==> config.mk <==
export PLATFORM = sky130hd
export DESIGN_NAME = delta_time_event_merge
export DESIGN_NICKNAME = d
export VERILOG_FILES = /design/src/design/dtem_pkg.sv /design/src/design/dtem_front.sv /design/src/design/dtem_rq.sv /design/src/design/delta_time_event_merge.sv
export SDC_FILE = /design/constraint.sdc
export NUM_CORES = 1
export LEC_CHECK = 0
export BUFFER_PORTS_ARGS = -buffer_cell sky130_fd_sc_hd__buf_2
export CORE_ASPECT_RATIO = 0.6
export CORE_MARGIN = 2
export CORE_UTILIZATION = 55
export CTS_BUF_LIST = sky130_fd_sc_hd__clkbuf_4
export CTS_CLUSTER_DIAMETER = 60
export DETAILED_ROUTE_END_ITERATION = 8
export GPL_ROUTABILITY_DRIVEN = 0
export PLACE_DENSITY = 0.8
export SLEW_MARGIN = 20
export SYNTH_ARGS = -nofsm -noshare
export SYNTH_HDL_FRONTEND = slang
export SYNTH_SLANG_ARGS = --single-unit
==> constraint.sdc <==
create_clock -name i_clk -period 15.85 [get_ports i_clk]
set_input_delay 0 -clock i_clk [delete_from_list [all_inputs] [get_ports i_clk]]
set_output_delay 0 -clock i_clk [all_outputs]
set_load 0.03 [all_outputs]
==> src/design/dtem_pkg.sv <==
`timescale 1ns / 1ps
`default_nettype none

package dtem_pkg;

    localparam int MASK_BITS  = 8;
    localparam int DELAY_BITS = 32;

    typedef struct packed {
        logic                  source;
        logic [MASK_BITS-1:0]  pin_mask;
        logic [MASK_BITS-1:0]  dir_mask;
        logic [MASK_BITS-1:0]  option_bits;
        logic [DELAY_BITS-1:0] delay_ticks;
        logic                  last_of_stream;
    } t_in_item;

    typedef struct packed {
        logic [MASK_BITS-1:0]  out_pins;
        logic [MASK_BITS-1:0]  out_dirs;
        logic [MASK_BITS-1:0]  out_options;
        logic [DELAY_BITS-1:0] out_delay;
        logic                  want_source;
        logic                  run_end;
        logic                  merge_done;
        logic                  dropped;
    } t_out_item;

    typedef struct packed {
        logic [MASK_BITS-1:0]  pins;
        logic [MASK_BITS-1:0]  dirs;
        logic [MASK_BITS-1:0]  opts;
        logic [DELAY_BITS-1:0] dly;
    } t_head;

    typedef struct packed {
        logic wr0;
        logic wr1;
    } t_rq_wr;

endpackage

`default_nettype wire

==> src/design/dtem_front.sv <==
`timescale 1ns / 1ps
`default_nettype none

module dtem_front (
    input  wire                  i_clk,
    input  wire                  i_rst_n,
    input  wire                  i_acc,
    input  dtem_pkg::t_in_item   i_item,
    output dtem_pkg::t_rq_wr     o_wr,
    output dtem_pkg::t_out_item  o_res0,
    output dtem_pkg::t_out_item  o_res1
);
    import dtem_pkg::*;

    function automatic t_out_item mk_evt(input t_head h);
        t_out_item r;
        r             = '0;
        r.out_pins    = h.pins;
        r.out_dirs    = h.dirs;
        r.out_options = h.opts;
        r.out_delay   = h.dly;
        return r;
    endfunction

    logic [1:0] r_hv, n_hv;
    logic [1:0] r_end, n_end;
    t_head      r_head [2];
    t_head      n_head [2];
    t_head      new_head;
    t_head      eff [2];
    t_head      merged;
    t_head      rest;
    logic       s, o, lt, eq, w, l;
    logic       borrow;
    logic [DELAY_BITS-1:0] d01, d10, diff;
    logic [1:0] onehot;
    logic       want, done;
    t_rq_wr     wr;
    t_out_item  res0, res1;

    always_comb begin
        s             = i_item.source;
        o             = ~s;
        onehot        = s ? 2'b10 : 2'b01;
        new_head.pins = i_item.pin_mask;
        new_head.dirs = i_item.dir_mask;
        new_head.opts = i_item.option_bits;
        new_head.dly  = i_item.delay_ticks;
        eff[0]        = s ? r_head[0] : new_head;
        eff[1]        = s ? new_head : r_head[1];
        {borrow, d01} = {1'b0, eff[0].dly} - {1'b0, eff[1].dly};
        d10           = eff[1].dly - eff[0].dly;
        eq            = (eff[0].dly == eff[1].dly);
        lt            = borrow;
        w             = ~lt;
        l             = lt;
        diff          = lt ? d10 : d01;
        merged.pins   = eff[0].pins | eff[1].pins;
        merged.dirs   = eff[0].dirs | eff[1].dirs;
        merged.opts   = eff[0].opts | eff[1].opts;
        merged.dly    = eff[0].dly;
        rest          = eff[l];
        rest.dly      = diff;

        n_hv   = r_hv;
        n_end  = r_end;
        n_head = r_head;
        wr     = '0;
        res0   = '0;
        res1   = '0;

        if (i_acc) begin
            if (r_hv[s] || r_end[s]) begin
                wr.wr0       = 1'b1;
                res0.dropped = 1'b1;
            end else begin
                n_head[s] = new_head;
                n_end[s]  = r_end[s] | i_item.last_of_stream;
                if (r_hv[o]) begin
                    wr.wr0 = 1'b1;
                    if (eq) begin
                        res0 = mk_evt(merged);
                        n_hv = 2'b00;
                    end else begin
                        res0          = mk_evt(eff[w]);
                        n_head[l].dly = diff;
                        if (n_end[w]) begin
                            res1   = mk_evt(rest);
                            wr.wr1 = 1'b1;
                            n_hv   = 2'b00;
                        end else begin
                            n_hv = l ? 2'b10 : 2'b01;
                        end
                    end
                end else if (r_end[o]) begin
                    wr.wr0 = 1'b1;
                    res0   = mk_evt(new_head);
                    n_hv   = r_hv;
                end else begin
                    n_hv = r_hv | onehot;
                end
            end
        end

        want             = (n_hv[0] | n_end[0]) & ~n_hv[1] & ~n_end[1];
        done             = (n_end == 2'b11) && (n_hv == 2'b00);
        res0.want_source = want;
        res0.merge_done  = done;
        res0.run_end     = ~wr.wr1;
        res1.want_source = want;
        res1.merge_done  = done;
        res1.run_end     = 1'b1;
    end

    always_ff @(posedge i_clk) begin
        if (!i_rst_n) begin
            r_hv  <= 2'b00;
            r_end <= 2'b00;
        end else begin
            r_hv  <= n_hv;
            r_end <= n_end;
        end
    end

    always_ff @(posedge i_clk) begin
        r_head <= n_head;
    end

    assign o_wr   = wr;
    assign o_res0 = res0;
    assign o_res1 = res1;

endmodule

`default_nettype wire

==> src/design/dtem_rq.sv <==
`timescale 1ns / 1ps
`default_nettype none

module dtem_rq #(
    parameter int DEPTH = 4
) (
    input  wire                  i_clk,
    input  wire                  i_rst_n,
    input  dtem_pkg::t_rq_wr     i_wr,
    input  dtem_pkg::t_out_item  i_d0,
    input  dtem_pkg::t_out_item  i_d1,
    input  wire                  i_pop,
    output logic                 o_full,
    output logic                 o_empty,
    output dtem_pkg::t_out_item  o_data
);
    import dtem_pkg::*;

    localparam int AW = (DEPTH > 1) ? $clog2(DEPTH) : 1;
    localparam int CW = $clog2(DEPTH + 1);
    localparam logic [AW-1:0] LAST = AW'(DEPTH - 1);

    function automatic logic [AW-1:0] incr(input logic [AW-1:0] p);
        return (p == LAST) ? '0 : p + AW'(1);
    endfunction

    t_out_item     r_mem [DEPTH];
    logic [AW-1:0] r_wp, n_wp, r_rp, n_rp, wp1;
    logic [CW-1:0] r_count, n_count;
    logic          pop_ok;

    always_comb begin
        wp1     = incr(r_wp);
        pop_ok  = i_pop && (r_count != '0);
        n_rp    = pop_ok ? incr(r_rp) : r_rp;
        n_wp    = r_wp;
        if (i_wr.wr1) begin
            n_wp = incr(wp1);
        end else if (i_wr.wr0) begin
            n_wp = wp1;
        end
        n_count = r_count + CW'(i_wr.wr0) + CW'(i_wr.wr1) - CW'(pop_ok);
    end

    always_ff @(posedge i_clk) begin
        if (!i_rst_n) begin
            r_wp    <= '0;
            r_rp    <= '0;
            r_count <= '0;
        end else begin
            r_wp    <= n_wp;
            r_rp    <= n_rp;
            r_count <= n_count;
        end
    end

    always_ff @(posedge i_clk) begin
        if (i_wr.wr0) begin
            r_mem[r_wp] <= i_d0;
        end
        if (i_wr.wr1) begin
            r_mem[wp1] <= i_d1;
        end
    end

    assign o_full  = (r_count > CW'(DEPTH - 2));
    assign o_empty = (r_count == '0);
    assign o_data  = r_mem[r_rp];

endmodule

`default_nettype wire

==> src/design/delta_time_event_merge.sv <==
// Channel  | Ports                      | Transfer
// ---------+----------------------------+------------------------------
// item in  | i_item, push, full         | push && !full at i_clk rise
// result   | o_result, empty, pop       | pop && !empty at i_clk rise
//
// One item per cycle while full is low; each item yields zero, one or two
// results, which are written into the result queue at the transfer. The
// head compare and subtract are combinational. full rises while fewer than
// two queue entries are free; pop drains one result a cycle while empty is
// low. Synchronous reset empties the heads, ended flags and queue.
`timescale 1ns / 1ps
`default_nettype none

module delta_time_event_merge #(
    parameter int DEPTH = 4
) (
    input  wire                  i_clk,
    input  wire                  i_rst_n,
    input  wire                  push,
    output logic                 full,
    input  dtem_pkg::t_in_item   i_item,
    output logic                 empty,
    input  wire                  pop,
    output dtem_pkg::t_out_item  o_result
);
    import dtem_pkg::*;

    logic      acc;
    logic      rq_full;
    t_rq_wr    wr;
    t_out_item res0, res1;

    assign acc  = push & ~rq_full;
    assign full = rq_full;

    dtem_front u_front (
        .i_clk   (i_clk),
        .i_rst_n (i_rst_n),
        .i_acc   (acc),
        .i_item  (i_item),
        .o_wr    (wr),
        .o_res0  (res0),
        .o_res1  (res1)
    );

    dtem_rq #(
        .DEPTH (DEPTH)
    ) u_rq (
        .i_clk   (i_clk),
        .i_rst_n (i_rst_n),
        .i_wr    (wr),
        .i_d0    (res0),
        .i_d1    (res1),
        .i_pop   (pop),
        .o_full  (rq_full),
        .o_empty (empty),
        .o_data  (o_result)
    );

endmodule

`default_nettype wire

==> parameters.txt <==
Parameter                              Value

Outcome
  Result of the run ... complete, no violations

Worst hold path
  Worst Hold Depth ... 3
  End point of the most critical hold path ... u_front.r_hv[0]
  Path type of the worst min-delay path ... input pin to register
  Hold Path Origin ... i_rst_n

Floorplanning
  Row count ... 56
  Starting utilization of the core area ... 0.5580
  Ports placed on the boundary ... around 120
  Die Ht ... 158.3 um
  Die Footprint ... 41320 sq um
  Horizontal die dimension ... roughly 260 um
  Standard cell core area ... between 30000 and 40000 sq um

Detailed routing
  Number of detailed-routing iterations run before antenna repair ... 6
  Total number of vias ... 17930
  Post-DRT Antenna Nets ... 0
  DRC violation total after the first TritonRoute iteration ... about 2600
  Per-cell routed wire length ... between 20 and 25 um
  Via count normalized by instance count ... 6.764
  Final wirelength ... ~64 mm
  Remaining design rule violation count ... 0

Power
  VDD IR max ... 92.38 uV
  Power per standard cell area ... ~150 nW/um^2
  Leakage power ... around 9.1 nW

Finish
  Relative area change from synthesis to final layout ... 11.53%
  Top library cells by usage in the layout, fill and taps aside ... 344 x sky130_fd_sc_hd__edfxtp_1, 250 x sky130_fd_sc_hd__o22ai_1, 171 x sky130_fd_sc_hd__a21oi_1, 137 x sky130_fd_sc_hd__clkbuf_4, 122 x sky130_fd_sc_hd__buf_2
  Most common cell after layout, fill and taps aside ... sky130_fd_sc_hd__edfxtp_1
  FILL cells ... between 3000 and 4000
  Net total in the final layout ... 2196
  Non-Filler Instances ... ~2700
  Fraction of final layout cells with drive strength greater than 1 ... 0.2191
  Area used by multi-input combinational logic ... around 10000 sq um
  Footprint of the flip-flops and latches ... 10760 sq um

Logic synthesis
  Yosys warnings ... 0
  Number of synthesized flops with an enable pin ... approximately 340
  Post-synthesis async set-or-reset flop share ... 0
  Yosys reg bits ... ~370
  Cells after Synth ... between 1500 and 2000
  Net count after synthesis ... between 2000 and 2500
  Sequential area share after synthesis ... 0.4928
  Number of distinct library cell variants in the gate-level netlist after synthesis ... 74
  Predominant post-synthesis flop cell ... sky130_fd_sc_hd__edfxtp_1
  Per-instance average area after synthesis ... between 10 and 15 sq um
  Netlist Area Pre-Place ... roughly 22000 sq um

Global route
  GRT overflow ... 0
  GRT met2 Usage ... 0.4435
  Antenna violations before repair ... 0
  Number of global-route vias before repair ... 17190
  First-pass GRT wire length ... around 100 mm
  Total track usage ... 0.3061
  Most used routing layer in global routing ... met1
  Global Route met1 Usage ... 0.4479
  Maximum number of pins on one net before global-route repair ... 81
  Met3 routing resource usage after global routing ... 0.08469

STA
  Actual slew at the worst max-slew pin ... between 1 and 1.5 ns
  Final number of setup-violating endpoints ... 0
  Worst setup skew after layout ... approximately 0.042 ns
  Minimum clock period ... ~6.6 ns
  Final worst path period share ... 0.4137
  RSZ-0062 raised after global routing ... no
  Post-layout worst setup margin ... ~9.3 ns
  Hold violation count in the final report ... 0
  Final Max Slew Viols ... 0
  F_max ... between 150 and 200 MHz
  Max transition margin ... 0.1942
  Setup TNS after final layout ... 0 ns

CTS
  Clock Sink Count ... approximately 370
  CTS H-tree depth ... 3
  Quantity of gates resized following cts ... 0
  Clk slew on worst S/H paths ... 0.07 ns
  Root Buffer ... sky130_fd_sc_hd__clkbuf_4
  Post-CTS Repair Setup Buffers ... 0
  Clock latency reported for the late side of the worst-skew pair ... 0.81 ns
  Number of buffers created by CTS ... 86
  Clk buf depth ... 3
  TritonCTS clock tree ... yes

Placement
  Buffers on Ports ... between 100 and 150
  Setup WS pre-CTS ... between 8 and 9 ns
  Cell count after placement ... between 2000 and 2500
  Estimated wirelength of the detail-placed design ... slightly below 40 mm

Critical path
  Endpoint of the worst register-to-register path ... u_rq.r_mem[0][46]
  Capturing element type of the critical path ... register
  Start-to-end type of the worst setup path ... input pin to register
  Reg-to-reg startpoint ... u_front.r_head[61]
  Largest fanout of any net on the critical path ... 70
  Category of the worst setup path launch point ... input pin
  Data arrival time of the critical path ... approximately 7 ns
  Worst Reg2Reg Path Length in Cells ... 12
  Worst R2R Setup Slack ... between 9 and 10 ns
  Data required time at the worst endpoint ... between 15 and 20 ns

Job
  Number of max-cap violations ... 0
[routing by layer]
metal | up-vias | wire, um | part of all wire
met1 | 8592 | 25900 | 0.41
met5 | - | 0 | 0
met2 | 1380 | 27330 | 0.43
met3 | 162 | 8828 | 0.14
met4 | 0 | 1524 | 0.024
li1 | 7791 | - | -
[synth_stat cells, types with 3 or more instances]
cell	instances	area share
sky130_fd_sc_hd__o21ai_1	6	0.0014
sky130_fd_sc_hd__buf_6	18	0.0093
sky130_fd_sc_hd__clkbuf_1	83	0.014
sky130_fd_sc_hd__and2_1	7	0.0020
sky130_fd_sc_hd__nand3_1	11	0.0025
sky130_fd_sc_hd__fa_1	4	0.0037
sky130_fd_sc_hd__o211ai_1	5	0.0017
sky130_fd_sc_hd__a221oi_1	5	0.0020
sky130_fd_sc_hd__a31oi_1	6	0.0017
sky130_fd_sc_hd__and3_1	5	0.0014
sky130_fd_sc_hd__mux2i_1	89	0.041
sky130_fd_sc_hd__nand2b_1	4	0.0011
sky130_fd_sc_hd__a21oi_1	172	0.039
sky130_fd_sc_hd__nand3_4	3	0.0024
sky130_fd_sc_hd__nor2_1	117	0.020
sky130_fd_sc_hd__buf_1	18	0.0031
sky130_fd_sc_hd__o21ai_0	84	0.019
sky130_fd_sc_hd__buf_4	4	0.0014
sky130_fd_sc_hd__xnor2_1	17	0.0068
sky130_fd_sc_hd__nor3_1	13	0.0030
sky130_fd_sc_hd__nand4_1	16	0.0046
sky130_fd_sc_hd__or3_1	3	0.00086
sky130_fd_sc_hd__buf_2	31	0.0071
sky130_fd_sc_hd__mux4_2	60	0.062
sky130_fd_sc_hd__o31ai_1	6	0.0021
sky130_fd_sc_hd__a21o_1	76	0.026
sky130_fd_sc_hd__o22ai_1	250	0.072
sky130_fd_sc_hd__xor2_1	13	0.0052
sky130_fd_sc_hd__ha_1	72	0.041
sky130_fd_sc_hd__o21bai_1	10	0.0034
sky130_fd_sc_hd__a211oi_1	11	0.0038
sky130_fd_sc_hd__edfxtp_1	344	0.47
sky130_fd_sc_hd__nand2_1	97	0.017
sky130_fd_sc_hd__o21a_1	7	0.0024
sky130_fd_sc_hd__inv_1	92	0.016
sky130_fd_sc_hd__and4_1	5	0.0020
sky130_fd_sc_hd__nor2b_1	6	0.0017
sky130_fd_sc_hd__mux2_2	79	0.041
sky130_fd_sc_hd__dfxtp_1	21	0.019
sky130_fd_sc_hd__a32o_1	3	0.0014
[where the power goes]
| part | internal (mW) | total [mW] | switching [mW] |
|---|---|---|---|
| Combinational | 0.518 | 1.62 | 1.10 |
| Clock | 0.409 | 0.814 | 0.405 |
| Sequential | 1.23 | 1.28 | 0.0497 |
| Total | 2.15 | 3.71 | 1.56 |
[how the worst max path moves through the flow]
| stage | slack, ns | endpoint | from |
|---|---|---|---|
| final | 9.29 | u_rq.r_mem[0][46] | i_item[57] |
| after floorplan | 10.32 | u_rq.r_mem[0][10] | i_item[57] |
| after detailed placement | 8.68 | u_rq.r_mem[0][25] | i_item[57] |
| after CTS | 9.49 | u_rq.r_mem[0][22] | i_item[57] |
| after global routing | 9.04 | u_rq.r_mem[0][46] | i_item[57] |
| after global placement | 8.91 | u_rq.r_mem[3][26] | i_item[57] |
[state kept, by name, indices dropped and copies added (netlist names), named ones only]
| name | cells |
|---|---|
| u_rq.r_rp | 2 |
| u_rq.r_count | 3 |
| u_front.r_end | 2 |
| u_rq.r_mem | 240 |
| u_rq.r_wp | 2 |
| u_front.r_head | 112 |
| u_front.r_hv | 2 |
[cell families after synthesis]
logic type               count (synthesis)  synth area share
AO/OA/AOI/OAI                          672            0.1895
AND/OR/NAND/NOR                        298           0.06235
adder cells (fa/ha/maj)                 76           0.04497
XOR/XNOR                                32           0.01354
flip-flops                             365            0.4928
multiplexers                           231            0.1456
buffers and inverters                  247           0.05122
[critical path: stages]
cell and delay [ns]:
sky130_fd_sc_hd__buf_4 0.76, sky130_fd_sc_hd__buf_4 0.80, sky130_fd_sc_hd__mux2_2 0.45, sky130_fd_sc_hd__ha_1 0.22
sky130_fd_sc_hd__inv_1 0.08, sky130_fd_sc_hd__fa_1 0.24, sky130_fd_sc_hd__a211oi_1 0.10, sky130_fd_sc_hd__o211ai_1 0.29
sky130_fd_sc_hd__nand3_1 0.20, sky130_fd_sc_hd__a21oi_2 0.43, sky130_fd_sc_hd__or2_1 0.31, sky130_fd_sc_hd__mux2i_4 0.54
sky130_fd_sc_hd__nand3_4 0.84, sky130_fd_sc_hd__nand2_2 0.91, sky130_fd_sc_hd__buf_4 0.68
[final cells by class]
type                    instances  share of cell area
clock inverters                20            0.004680
inverters                      92             0.01430
flip-flops and latches        365              0.4420
well taps                     522             0.02684
clock buffers                 137             0.04227
multi-input cells            1309              0.4130
repair buffers                204             0.05672
diodes                          1           0.0001028
[metrics by stage]
stage            util  power [mW]  hold slack (ns)  cell area [sq um]
5_1_grt        0.6222       3.878          0.01358              24330
3_3_place_gp   0.5774       2.807           0.2804              22580
3_5_place_dp   0.5775       2.848           0.2830              22580
4_1_cts        0.6221       3.667         0.003954              24320
6_report       0.6223       3.710          0.03665              24330
2_1_floorplan       -       2.430           0.1217              21810
[what timing repair did]
| action | CTS | global route |
|---|---|---|
| setup endpoints to repair | 0 | 0 |
| hold buffers | 60 | 0 |
| hold endpoints to repair | 357 | 0 |
Note: power is estimated with default switching activity, not from simulation.
